### config.mk
export PLATFORM = sky130hd
export DESIGN_NAME = sliding_window_median_top
export DESIGN_NICKNAME = d
export VERILOG_FILES = /design/src/sv/swm_pkg.sv /design/src/sv/swm_datapath.sv /design/src/sv/swm_ctrl.sv /design/src/sv/sliding_window_median_top.sv
export SDC_FILE = /design/constraint.sdc
export NUM_CORES = 2
export LEC_CHECK = 0
export BUFFER_PORTS_ARGS = -buffer_cell sky130_fd_sc_hd__buf_2
export CAP_MARGIN = 10
export CELL_PAD_IN_SITES_DETAIL_PLACEMENT = 1
export CELL_PAD_IN_SITES_GLOBAL_PLACEMENT = 1
export CORE_MARGIN = 1
export CORE_UTILIZATION = 25
export CTS_CLUSTER_SIZE = 25
export DETAILED_ROUTE_END_ITERATION = 12
export GPL_TIMING_DRIVEN = 0
export PLACE_DENSITY = 0.47
export SLEW_MARGIN = 20
export SYNTH_ARGS = -nofsm -noshare
export SYNTH_HDL_FRONTEND = slang
export SYNTH_SLANG_ARGS = --single-unit
### constraint.sdc
create_clock -name clk -period 16.95 [get_ports clk]
set_input_delay 3.39 -clock clk [delete_from_list [all_inputs] [get_ports clk]]
set_output_delay 3.39 -clock clk [all_outputs]
set_load 0.02 [all_outputs]
### src/sv/swm_pkg.sv
// ----------------------------------------------------------------------------
// swm_pkg
// Shared constants and controller/datapath interface types for the
// sliding-window median filter.
// ----------------------------------------------------------------------------
`default_nettype none

package swm_pkg;

    localparam int SAMPLE_W = 32;
    localparam int MEDIAN_W = 33;
    localparam int WSIZE_W  = 7;

    localparam logic [WSIZE_W-1:0] WSIZE_RESET = 7'd5;

    // index register update
    typedef enum logic [2:0] {
        IDX_HOLD,
        IDX_ZERO,
        IDX_FILL,
        IDX_FILL_M1,
        IDX_INC,
        IDX_DEC
    } swm_idx_op_t;

    // sorted store read address select
    typedef enum logic [2:0] {
        RD_IDX,
        RD_IDX_P1,
        RD_IDX_M1,
        RD_MED_LO,
        RD_MED_HI
    } swm_rd_sel_t;

    // sorted store write data select
    typedef enum logic {
        WR_RDATA,
        WR_SAMPLE
    } swm_wr_src_t;

    typedef struct packed {
        logic        load;
        logic        cfg_wr;
        logic        ring_rd;
        logic        full_cap;
        swm_idx_op_t idx_op;
        logic        fill_dec;
        logic        s_rd;
        swm_rd_sel_t rd_sel;
        logic        s_wr;
        swm_wr_src_t wr_src;
        logic        finish;
        logic        med_cap;
        logic        out_load;
    } swm_cmd_t;

    typedef struct packed {
        logic full;
        logic match;
        logic shift_done;
        logic idx_zero;
        logic greater;
        logic produce;
    } swm_status_t;

endpackage

`default_nettype wire

### src/sv/swm_datapath.sv
// ----------------------------------------------------------------------------
// swm_datapath
// Window storage (sorted store and arrival ring), fill/head counters, index
// register and median adder of the sliding-window median filter.
// ----------------------------------------------------------------------------
`default_nettype none

module swm_datapath #(
    parameter int WINDOW_MAX = 64
) (
    input  logic                                  clk,
    input  logic                                  rst_n,
    input  swm_pkg::swm_cmd_t                     cmd,
    output swm_pkg::swm_status_t                  status,
    input  logic signed [swm_pkg::SAMPLE_W-1:0]   sample,
    input  logic                                  restart,
    input  logic        [swm_pkg::WSIZE_W-1:0]    window_size,
    output logic signed [swm_pkg::MEDIAN_W-1:0]   median_twice
);
    import swm_pkg::*;

    localparam int IW = (WINDOW_MAX > 1) ? $clog2(WINDOW_MAX) : 1;
    localparam int CW = $clog2(WINDOW_MAX + 1);

    logic [SAMPLE_W-1:0] sorted_mem [WINDOW_MAX];
    logic [SAMPLE_W-1:0] ring_mem   [WINDOW_MAX];

    logic [WSIZE_W-1:0]         ws_reg;
    logic [CW-1:0]              fill_reg;
    logic [IW-1:0]              head_reg;
    logic [CW-1:0]              idx_reg;
    logic                       full_reg;
    logic signed [SAMPLE_W-1:0] samp_reg;
    logic signed [SAMPLE_W-1:0] s_rdata_reg;
    logic signed [SAMPLE_W-1:0] ring_rdata_reg;
    logic signed [SAMPLE_W-1:0] med_a_reg;
    logic signed [MEDIAN_W-1:0] out_reg;

    logic [CW-1:0]       size;
    logic [CW-1:0]       head_ext;
    logic [CW-1:0]       head_inc;
    logic [IW-1:0]       head_wrap;
    logic [IW-1:0]       med_hi;
    logic [IW-1:0]       med_lo;
    logic [IW-1:0]       s_raddr;
    logic [IW-1:0]       ring_waddr;
    logic [SAMPLE_W-1:0] s_wdata;
    logic                empty_now;

    // effective window length: zero acts as one, oversize clamps
    always_comb
    begin
        if (ws_reg == '0)
            size = CW'(1);
        else if (32'(ws_reg) > 32'(WINDOW_MAX))
            size = CW'(WINDOW_MAX);
        else
            size = CW'(ws_reg);
    end

    assign head_ext  = CW'(head_reg);
    assign head_inc  = head_ext + CW'(1);
    assign head_wrap = (head_inc >= size) ? '0 : IW'(head_inc);
    assign med_hi    = IW'(size >> 1);
    assign med_lo    = size[0] ? med_hi : med_hi - IW'(1);
    assign empty_now = restart || (fill_reg > size) || (head_ext >= size);

    always_comb
    begin
        case (cmd.rd_sel)
            RD_IDX:    s_raddr = idx_reg[IW-1:0];
            RD_IDX_P1: s_raddr = IW'(idx_reg + CW'(1));
            RD_IDX_M1: s_raddr = IW'(idx_reg - CW'(1));
            RD_MED_LO: s_raddr = med_lo;
            RD_MED_HI: s_raddr = med_hi;
            default:   s_raddr = idx_reg[IW-1:0];
        endcase
    end

    assign s_wdata    = (cmd.wr_src == WR_SAMPLE) ? samp_reg : s_rdata_reg;
    assign ring_waddr = full_reg ? head_reg : fill_reg[IW-1:0];

    assign status.full       = (fill_reg == size);
    assign status.match      = (s_rdata_reg == ring_rdata_reg) ||
                               (idx_reg == fill_reg - CW'(1));
    assign status.shift_done = ((idx_reg + CW'(1)) >= fill_reg);
    assign status.idx_zero   = (idx_reg == '0);
    assign status.greater    = (s_rdata_reg > samp_reg);
    assign status.produce    = ((fill_reg + CW'(1)) == size);

    always_ff @(posedge clk or negedge rst_n)
    begin
        if (!rst_n)
        begin
            ws_reg   <= WSIZE_RESET;
            fill_reg <= '0;
            head_reg <= '0;
            idx_reg  <= '0;
            full_reg <= 1'b0;
        end
        else
        begin
            if (cmd.cfg_wr)
            begin
                ws_reg   <= window_size;
                fill_reg <= '0;
                head_reg <= '0;
            end
            else if (cmd.load && empty_now)
            begin
                fill_reg <= '0;
                head_reg <= '0;
            end
            else if (cmd.fill_dec)
                fill_reg <= fill_reg - CW'(1);
            else if (cmd.finish)
            begin
                fill_reg <= fill_reg + CW'(1);
                head_reg <= full_reg ? head_wrap : '0;
            end

            if (cmd.full_cap)
                full_reg <= status.full;

            case (cmd.idx_op)
                IDX_HOLD:    idx_reg <= idx_reg;
                IDX_ZERO:    idx_reg <= '0;
                IDX_FILL:    idx_reg <= fill_reg;
                IDX_FILL_M1: idx_reg <= fill_reg - CW'(1);
                IDX_INC:     idx_reg <= idx_reg + CW'(1);
                IDX_DEC:     idx_reg <= idx_reg - CW'(1);
                default:     idx_reg <= idx_reg;
            endcase
        end
    end

    // storage and payload
    always_ff @(posedge clk)
    begin
        if (cmd.s_wr)
            sorted_mem[idx_reg[IW-1:0]] <= s_wdata;
        if (cmd.s_rd)
            s_rdata_reg <= sorted_mem[s_raddr];
        if (cmd.finish)
            ring_mem[ring_waddr] <= samp_reg;
        if (cmd.ring_rd)
            ring_rdata_reg <= ring_mem[head_reg];
        if (cmd.load)
            samp_reg <= sample;
        if (cmd.med_cap)
            med_a_reg <= s_rdata_reg;
        // odd windows read the middle entry twice, so the sum is 2 * median
        if (cmd.out_load)
            out_reg <= MEDIAN_W'(med_a_reg) + MEDIAN_W'(s_rdata_reg);
    end

    assign median_twice = out_reg;

endmodule

`default_nettype wire

### src/sv/swm_ctrl.sv
// ----------------------------------------------------------------------------
// swm_ctrl
// Sequencer of the sliding-window median filter: drops the oldest sample from
// the sorted store if full, inserts the new one, reads the median once full.
// ----------------------------------------------------------------------------
`default_nettype none

module swm_ctrl (
    input  logic                 clk,
    input  logic                 rst_n,
    input  logic                 in_valid,
    output logic                 in_stall,
    input  logic                 cfg_valid,
    output logic                 cfg_ready,
    output logic                 out_valid,
    input  logic                 out_stall,
    input  swm_pkg::swm_status_t status,
    output swm_pkg::swm_cmd_t    cmd
);
    import swm_pkg::*;

    typedef enum logic [11:0] {
        S_IDLE    = 12'b0000_0000_0001,
        S_EVAL    = 12'b0000_0000_0010,
        S_RM_RD   = 12'b0000_0000_0100,
        S_RM_CHK  = 12'b0000_0000_1000,
        S_SH_RD   = 12'b0000_0001_0000,
        S_SH_WR   = 12'b0000_0010_0000,
        S_IN_RD   = 12'b0000_0100_0000,
        S_IN_CHK  = 12'b0000_1000_0000,
        S_FIN     = 12'b0001_0000_0000,
        S_MED_RD0 = 12'b0010_0000_0000,
        S_MED_RD1 = 12'b0100_0000_0000,
        S_MED_SUM = 12'b1000_0000_0000
    } swm_state_t;

    swm_state_t state_reg;
    swm_state_t state_next;
    logic       out_valid_reg;
    logic       out_valid_next;

    always_comb
    begin
        cmd        = '0;
        state_next = state_reg;
        unique case (state_reg)
            S_IDLE:
            begin
                if (cfg_valid)
                    cmd.cfg_wr = 1'b1;
                if (in_valid)
                begin
                    cmd.load   = 1'b1;
                    state_next = S_EVAL;
                end
            end
            S_EVAL:
            begin
                cmd.full_cap = 1'b1;
                if (status.full)
                begin
                    cmd.ring_rd = 1'b1;
                    cmd.idx_op  = IDX_ZERO;
                    state_next  = S_RM_RD;
                end
                else
                begin
                    cmd.idx_op = IDX_FILL;
                    state_next = S_IN_RD;
                end
            end
            S_RM_RD:
            begin
                cmd.s_rd   = 1'b1;
                cmd.rd_sel = RD_IDX;
                state_next = S_RM_CHK;
            end
            S_RM_CHK:
            begin
                if (status.match)
                    state_next = S_SH_RD;
                else
                begin
                    cmd.idx_op = IDX_INC;
                    state_next = S_RM_RD;
                end
            end
            S_SH_RD:
            begin
                // close the gap left by the oldest sample, then insert
                if (status.shift_done)
                begin
                    cmd.fill_dec = 1'b1;
                    cmd.idx_op   = IDX_FILL_M1;
                    state_next   = S_IN_RD;
                end
                else
                begin
                    cmd.s_rd   = 1'b1;
                    cmd.rd_sel = RD_IDX_P1;
                    state_next = S_SH_WR;
                end
            end
            S_SH_WR:
            begin
                cmd.s_wr   = 1'b1;
                cmd.wr_src = WR_RDATA;
                cmd.idx_op = IDX_INC;
                state_next = S_SH_RD;
            end
            S_IN_RD:
            begin
                if (status.idx_zero)
                begin
                    cmd.s_wr   = 1'b1;
                    cmd.wr_src = WR_SAMPLE;
                    state_next = S_FIN;
                end
                else
                begin
                    cmd.s_rd   = 1'b1;
                    cmd.rd_sel = RD_IDX_M1;
                    state_next = S_IN_CHK;
                end
            end
            S_IN_CHK:
            begin
                // move larger entries up one slot until the place is found
                if (status.greater)
                begin
                    cmd.s_wr   = 1'b1;
                    cmd.wr_src = WR_RDATA;
                    cmd.idx_op = IDX_DEC;
                    state_next = S_IN_RD;
                end
                else
                begin
                    cmd.s_wr   = 1'b1;
                    cmd.wr_src = WR_SAMPLE;
                    state_next = S_FIN;
                end
            end
            S_FIN:
            begin
                cmd.finish = 1'b1;
                state_next = status.produce ? S_MED_RD0 : S_IDLE;
            end
            S_MED_RD0:
            begin
                cmd.s_rd   = 1'b1;
                cmd.rd_sel = RD_MED_LO;
                state_next = S_MED_RD1;
            end
            S_MED_RD1:
            begin
                cmd.s_rd    = 1'b1;
                cmd.rd_sel  = RD_MED_HI;
                cmd.med_cap = 1'b1;
                state_next  = S_MED_SUM;
            end
            S_MED_SUM:
            begin
                // hold until the output register is free
                if (!out_valid_reg || !out_stall)
                begin
                    cmd.out_load = 1'b1;
                    state_next   = S_IDLE;
                end
            end
            default:
                state_next = S_IDLE;
        endcase
    end

    always_comb
    begin
        if (cmd.out_load)
            out_valid_next = 1'b1;
        else if (!out_stall)
            out_valid_next = 1'b0;
        else
            out_valid_next = out_valid_reg;
    end

    always_ff @(posedge clk or negedge rst_n)
    begin
        if (!rst_n)
        begin
            state_reg     <= S_IDLE;
            out_valid_reg <= 1'b0;
        end
        else
        begin
            state_reg     <= state_next;
            out_valid_reg <= out_valid_next;
        end
    end

    assign in_stall  = (state_reg != S_IDLE);
    assign cfg_ready = (state_reg == S_IDLE);
    assign out_valid = out_valid_reg;

endmodule

`default_nettype wire

### src/sv/sliding_window_median_top.sv
// ----------------------------------------------------------------------------
// sliding_window_median_top
// Sliding-window median filter over signed 32-bit samples.
//
// Input beats (sample, restart) arrive on in_valid/in_stall; restart empties
// the window before its sample enters. Result beats carry median_twice, the
// window median times two, on out_valid/out_stall, one per sample once the
// window holds its effective size in samples. window_size is written on
// cfg_valid/cfg_ready while the block is idle; a write empties the window.
// One sample is processed at a time. The sorted store has one read and one
// write port, so removing the oldest sample and inserting the new one walk
// it one entry at a time; the median is then read at the two middle entries
// and summed. A result waits in the output register while out_stall is high
// and the next sample is already accepted; it stalls only at the point where
// its own result would need that register.
// Reset empties the window and sets window_size to 5; stored samples are
// not cleared, so no clearing pass is needed.
// ----------------------------------------------------------------------------
`default_nettype none

module sliding_window_median_top #(
    parameter int WINDOW_MAX = 64
) (
    input  logic                                clk,
    input  logic                                rst_n,
    input  logic                                in_valid,
    output logic                                in_stall,
    input  logic signed [swm_pkg::SAMPLE_W-1:0] sample,
    input  logic                                restart,
    output logic                                out_valid,
    input  logic                                out_stall,
    output logic signed [swm_pkg::MEDIAN_W-1:0] median_twice,
    input  logic                                cfg_valid,
    output logic                                cfg_ready,
    input  logic        [swm_pkg::WSIZE_W-1:0]  window_size
);
    import swm_pkg::*;

    swm_cmd_t    cmd;
    swm_status_t status;

    swm_ctrl u_ctrl (
        .clk       (clk),
        .rst_n     (rst_n),
        .in_valid  (in_valid),
        .in_stall  (in_stall),
        .cfg_valid (cfg_valid),
        .cfg_ready (cfg_ready),
        .out_valid (out_valid),
        .out_stall (out_stall),
        .status    (status),
        .cmd       (cmd)
    );

    swm_datapath #(
        .WINDOW_MAX (WINDOW_MAX)
    ) u_datapath (
        .clk          (clk),
        .rst_n        (rst_n),
        .cmd          (cmd),
        .status       (status),
        .sample       (sample),
        .restart      (restart),
        .window_size  (window_size),
        .median_twice (median_twice)
    );

endmodule

`default_nettype wire

### Word-level counts from Yosys, hierarchy flattened

Memory sizes are Yosys's and may differ from the RTL's. A register that Yosys moved wholly into a read port is not among the register bits.
Index checks and enable logic that the tools add are counted.

* memory bits (writable): 4096
* memories kept: 2
* register bits: 138
* logic and storage cells: 122
* input port bits: 45

Memories
* u_datapath.ring_mem: words 64, width 32, rd ports 1, clocked after memory_dff 1, write ports 1, line swm_datapath.sv:26 `logic [SAMPLE_W-1:0] ring_mem [WINDOW_MAX];`
* u_datapath.sorted_mem: words 64, width 32, rd ports 1, clocked after memory_dff 1, write ports 1, line swm_datapath.sv:25 `logic [SAMPLE_W-1:0] sorted_mem [WINDOW_MAX];`

* reduce and logical (&&, ||, !) cells: 14
* add/sub/neg operators: 7
* eq/ne operators: 30
* muxes and demuxes: 53
* order comparisons: 6

Operator list (count)
* 12-bit case mux with 12 select lines: 1
* 7-bit 2-to-1 mux: 8
* 6-bit 2-to-1 mux: 8
* 7-bit case mux with 5 select lines: 1
* 32-bit by 32-bit adder with 33-bit output: 1
* 32-bit == test: 1
* 32-bit > comparator: 1
* 32-bit 2-to-1 mux: 1
* 12-bit 2-to-1 mux: 2
* 6-bit case mux with 4 select lines: 1
* 7-bit == test: 3
* 4-bit case mux with 5 select lines: 1
* 9-bit 2-to-1 mux: 2
* 1-bit 2-to-1 mux: 15
* 3-bit case mux with 5 select lines: 1
* 7-bit by 1-bit adder with 7-bit output, second input constant: 2
* 7-bit greater-or-equal comparator: 2
* 7-bit zero test: 2
* 7-bit by 1-bit subtractor with 7-bit output, second input constant: 2
* 12-bit by 1-bit == test with 1-bit output, second input constant: 1
* 12-bit by 10-bit == test with 1-bit output, second input constant: 1
* 12-bit by 11-bit == test with 1-bit output, second input constant: 1
* 12-bit == test, second input constant: 1
* 12-bit by 2-bit == test with 1-bit output, second input constant: 1
* other kinds (32): 50

### Depth between registers and ports, before layout

* word-level depth: 10
* gate-level depth with buffers: 20

### Hierarchy

From an unflattened synthesis, not the netlist that was laid out.

* cells, all modules: 7412
* area total of the unflattened synthesis: 167182.8 um^2

Modules (own cells, without submodules)
* swm_datapath: cells an instance 7299, times used 1, area each 166259.5 um^2
* swm_ctrl: cells an instance 113, times used 1, area each 923.4 um^2

### Worst setup path before layout

Ideal clock, no wire load.

* path type: reg2reg
* start point: reg u_datapath.samp_reg[9]
* end point: mem u_datapath.sorted_mem[0][1], data pin
* setup slack: 10.844 ns
* path buffers: 1
* data required time: 16.386 ns
* period minus slack after synthesis: 6.106 ns
* stages on the path, launching flop included: 14
* setup time: 0.564 ns
* arrival: 5.542 ns
* path through: edfxtp_1 > inv_1 > ha_1 > a21o_1 > a21o_1 > a21o_1 > a21o_1 > a221o_1 > a21oi_1 > nand3_1 > xnor2_1 > o2111ai_1 > clkbuf_1 > mux2i_1

* longest elaborated chain between the ends: 4

RTL lines
* from (decl): line swm_datapath.sv:33 `logic signed [SAMPLE_W-1:0] samp_reg;`
* from (signal assigned): line swm_datapath.sv:149 `samp_reg <= sample;`
* 32-bit > comparator: line swm_datapath.sv:88 `assign status.greater = (s_rdata_reg > samp_reg);`
* 1-bit 2-to-1 mux: line swm_ctrl.sv:129 `if (status.greater)`
* 2-bit case mux with 3 select lines: line swm_ctrl.sv:46 `unique case (state_reg)`
* 32-bit 2-to-1 mux: line swm_datapath.sv:80 `assign s_wdata = (cmd.wr_src == WR_SAMPLE) ? samp_reg : s_rdata_reg;`
* via u_datapath.s_wdata[1]: line swm_datapath.sv:47 `logic [SAMPLE_W-1:0] s_wdata;`
* to (decl): line swm_datapath.sv:25

The timed path passes the listed nets, and every way through them passes these cells.

### Final worst setup path

* start point: reg u_datapath.idx_reg[4]
* end point: reg u_datapath.s_rdata_reg[19] (read register of u_datapath.sorted_mem), data pin

* longest elaborated chain between the ends: 6
* elaborated cells between the ends (all ways): 12
* those cells by class: 2 x add/sub; 1 x order compare; 4 x eq/ne; 4 x mux; 1 x reduce/logical

RTL lines
* from (decl): line swm_datapath.sv:31 `logic [CW-1:0] idx_reg;`
* from (signal assigned): line swm_datapath.sv:126 `IDX_HOLD: idx_reg <= idx_reg;`
* from (signal assigned): line swm_datapath.sv:128 `IDX_FILL: idx_reg <= fill_reg;`
* from (signal assigned): line swm_datapath.sv:129 `IDX_FILL_M1: idx_reg <= fill_reg - CW'(1);`
* 7-bit by 1-bit adder with 7-bit output: line swm_datapath.sv:72 `RD_IDX_P1: s_raddr = IW'(idx_reg + CW'(1));`
* 7-bit greater-or-equal comparator: line swm_datapath.sv:86 `assign status.shift_done = ((idx_reg + CW'(1)) >= fill_reg);`
* 4-bit 2-to-1 mux: line swm_ctrl.sv:91 `if (status.shift_done)`
* 4-bit case mux with 5 select lines: line swm_ctrl.sv:46
* 3-bit == test (tied with other cells): line swm_datapath.sv:70 `case (cmd.rd_sel)`
* 6-bit case mux with 4 select lines: line swm_datapath.sv:70
* to (decl): line swm_datapath.sv:34 `logic signed [SAMPLE_W-1:0] s_rdata_reg;`

Parallel ways exist; a longest one is shown, timed or not.
A chain may end at the register's enable or synchronous reset.

==> flow_summary.toml <==
[status]
status = "finished, final reports clean"

[logic_synthesis]
synth.largest_area_cell = "edfxtp_1"
synth_seq_area_share_pct = 76.1
synthTopCellsByArea = "edfxtp_1, mux2i_1, mux4_2"
synth_cell_types = 96
synth_area_sq_um = 169000
synth_cells = 9708
synth.avg_cell_area_sq_um = 17.4
async_reset_ff_share_pct = 0.954
synth_warnings = 0
synth_flop_cell = "edfxtp_1"
synth_top_area_share_pct = 75.5
syn_nets = 9852
synth_seq_cells = 4298
synth_edf_count = 4257
synth_commonest_cells = "edfxtp_1, mux2i_1, nand2_1, o22ai_1, mux4_2"
yosysMostFrequentCell = "edfxtp_1"

[hold_path]
hold_path.class = "reg2reg"
worstHoldStart = "u_ctrl.out_valid"

[drt]
routedWlPerCell_microns = 30.1
post-route-drc-count = 0
wirelength_microns = 601000
num_vias = 95400
viasPerCell = 4.78
dr.pass1.iters = 5
final_antenna_net_count = 0
drt_iter0_drc = 9195

[clocking]
clk_latency_ns = 1.06
htree_levels = 5
clk_pin_slew_ns = 0.06
cts_root_buffer = "clkbuf_16"
cts_tree = "done"
cts_resized = 0
ctsHoldBuffers = 0
cts_made_buffers = 466
clockBufferDepth = 4
cts_setup_buffers = 0
clkSinkCount = 4298

[global_route]
grt_max_degree = 65
grt_usage_pct = 17.1
antenna_found_initial = 91
grt_pass1_wl_microns = 819000
grt_overflow = 0
grt_pass1_vias = 98800

[worst_setup_path]
start_kind = "register"
crit_top_cell = "clkbuf_1"
worstPathRequired_ns = 17.52
path_buf_inv = 5
crit_path_end_kind = "register"
crit_slowest_cell = "o21ai_0"
cp_max_fo = 10
cp_data_arrival_time_ns = 9.35
crit-reg2reg-launch = "u_datapath.idx_reg[4]"
startpoint = "u_datapath.idx_reg[4]"
critical_path_class = "reg2reg"
crit_family = "simple AND/OR/NAND/NOR gates"
cpPeakStageDelay_ns = 0.85
path_cells = "clkbuf_1, clkbuf_1, nand3_1, nor2_1, xor2_1, ha_1, o2111ai_1, o211ai_2, inv_2, nor3b_2, nor2_4, nand3_1, buf_2, clkbuf_1, o22ai_1, o21ai_0, and4_1, nand4_1"

[sta]
fin_crit_sh_pct = 51.7
fin_crit_ns = 8.77
finalMaxSlewViolations = 0
max_slew_margin_pct = 16.1
clock_skew_ns = 0.0727
worst-slew-pin-transition_ns = 1.26
fmax_mhz = 114
final_hold_viol_count = 0
tns_ns = 0
rsz0062_at_grt = "no"
finalSetupViolCount = 0

[placement]
place.gp.congestion = 0.809
dp_cells = 19100
placement.io_buffers = 80
dp_hpwl_microns = 443000

[power]
p_leak_uw = 0.0663
pwr_density_cell_nw_per_um2 = 128
total_power_uw = 26100
ir_drop_uv = 95.7

[final_layout]
drive_gt1_share_pct = 17.7
fin_nets = 10700
seq_area_sq_um = 129000
multi_input_area_sq_um = 39200
utilization_pct = 30.3
area_growth_pct = 20.6
finalNonFillerCells = 20000
num-fill-cells = 69200

[run]
max_cap_violations = 0

[die]
fp.dieW_microns = 825
initial_core_util_pct = 25.2
pin_count = 81
core_sq_um = 673000
die_area_sq_um = 681000
fp-row-count = 301
fp.dieH_microns = 825
==> where the power goes <==
| group | internal (uW) | total [uW] | switching [uW] | leakage, uW |
|---|---|---|---|---|
| combinational | 1090 | 3860 | 2770 | 0.0202 |
| clock | 5730 | 10100 | 4360 | 0.00730 |
| sequential | 12000 | 12200 | 119 | 0.0388 |
| total | 18900 | 26100 | 7240 | 0.0663 |
==> metrics by stage <==
stage	setup slack [ns]	hold WS, ns	instance area (sq um)
2_1_floorplan	10.84	0.514	169000
6_report	8.18	0.620	204000
4_1_cts	8.19	0.629	204000
5_1_grt	7.99	0.651	204000
3_5_place_dp	8.27	0.614	189000
3_3_place_gp	4.17	0.547	181000
==> kinds of logic after synthesis <==
group,Yosys count,synth area share [%]
AOI/OAI and AO/OA,1441,5.49
xor gates and xnor gates,97,0.502
adders and majority gates,99,0.736
buffers and inverters,604,1.49
DFF,4298,76.1
muxes,1514,11.3
and+or+nand+nor,1655,4.42
==> layout by cell type, fill, tap and decap left out, types with 47 or more instances in the layout <==
cell | synthesis | layout
buf_2 | 154 | 247
buf_8 | 0 | 90
mux2i_1 | 1047 | 1046
a32oi_1 | 159 | 159
a21oi_1 | 297 | 286
clkbuf_1 | 271 | 342
buf_12 | 0 | 129
nand2_1 | 909 | 909
xnor2_1 | 84 | 83
buf_16 | 0 | 110
inv_1 | 61 | 60
nor2_4 | 2 | 130
clkinv_2 | 0 | 100
o22ai_1 | 372 | 372
mux4_2 | 300 | 300
ha_1 | 98 | 98
nand4_1 | 120 | 120
buf_1 | 98 | 77
o21ai_0 | 192 | 190
o21ai_1 | 95 | 97
diode_2 | 0 | 47
a31oi_1 | 66 | 66
edfxtp_1 | 4257 | 4257
o221ai_1 | 124 | 124
nand3_1 | 195 | 193
nor2_1 | 211 | 82
clkbuf_16 | 0 | 469
mux2_2 | 163 | 132
clkinv_1 | 1 | 113
==> metal layers <==
metal / vias to the layer above / GRT usage (%) / wire, microns
met5: - / 0 / 49
met3: 676 / 1.81 / 27900
met2: 2650 / 28.9 / 290000
met4: 8 / 4.95 / 19700
li1: 40900 / - / -
met1: 51200 / 23.1 / 263000
==> layout make-up <==
cell class	count	share of cell area, %
antenna	47	0.0576
buffer	539	1.14
clock buffer	562	5.93
clock inverter	297	1.36
inverter	65	0.121
multi-input combinational	4806	19.2
sequential	4298	63.1
tap	8938	5.47
timing repair buffer	418	3.64
==> worst min-delay path, stage by stage, from the launching register on <==
cell	delay [ns]
dfrtp_1	0.40
nand2_1	0.11
nand2_1	0.08
==> final timing paths <==
path / depth (start not counted) / slack [ns] / to
setup / recovery: 18 / 8.18 / u_datapath.s_rdata_reg[19]
hold / removal: 2 / 0.62 / u_ctrl.out_valid
setup reg to reg: 18 / 8.18 / u_datapath.s_rdata_reg[19]
hold reg to reg: 2 / 0.62 / u_ctrl.out_valid
max in group asynchronous: 1 / 14.10 / u_ctrl.state_reg[6]
min in group asynchronous: 1 / 2.36 / u_ctrl.state_reg[4]
(Power assumes the default switching activity.)
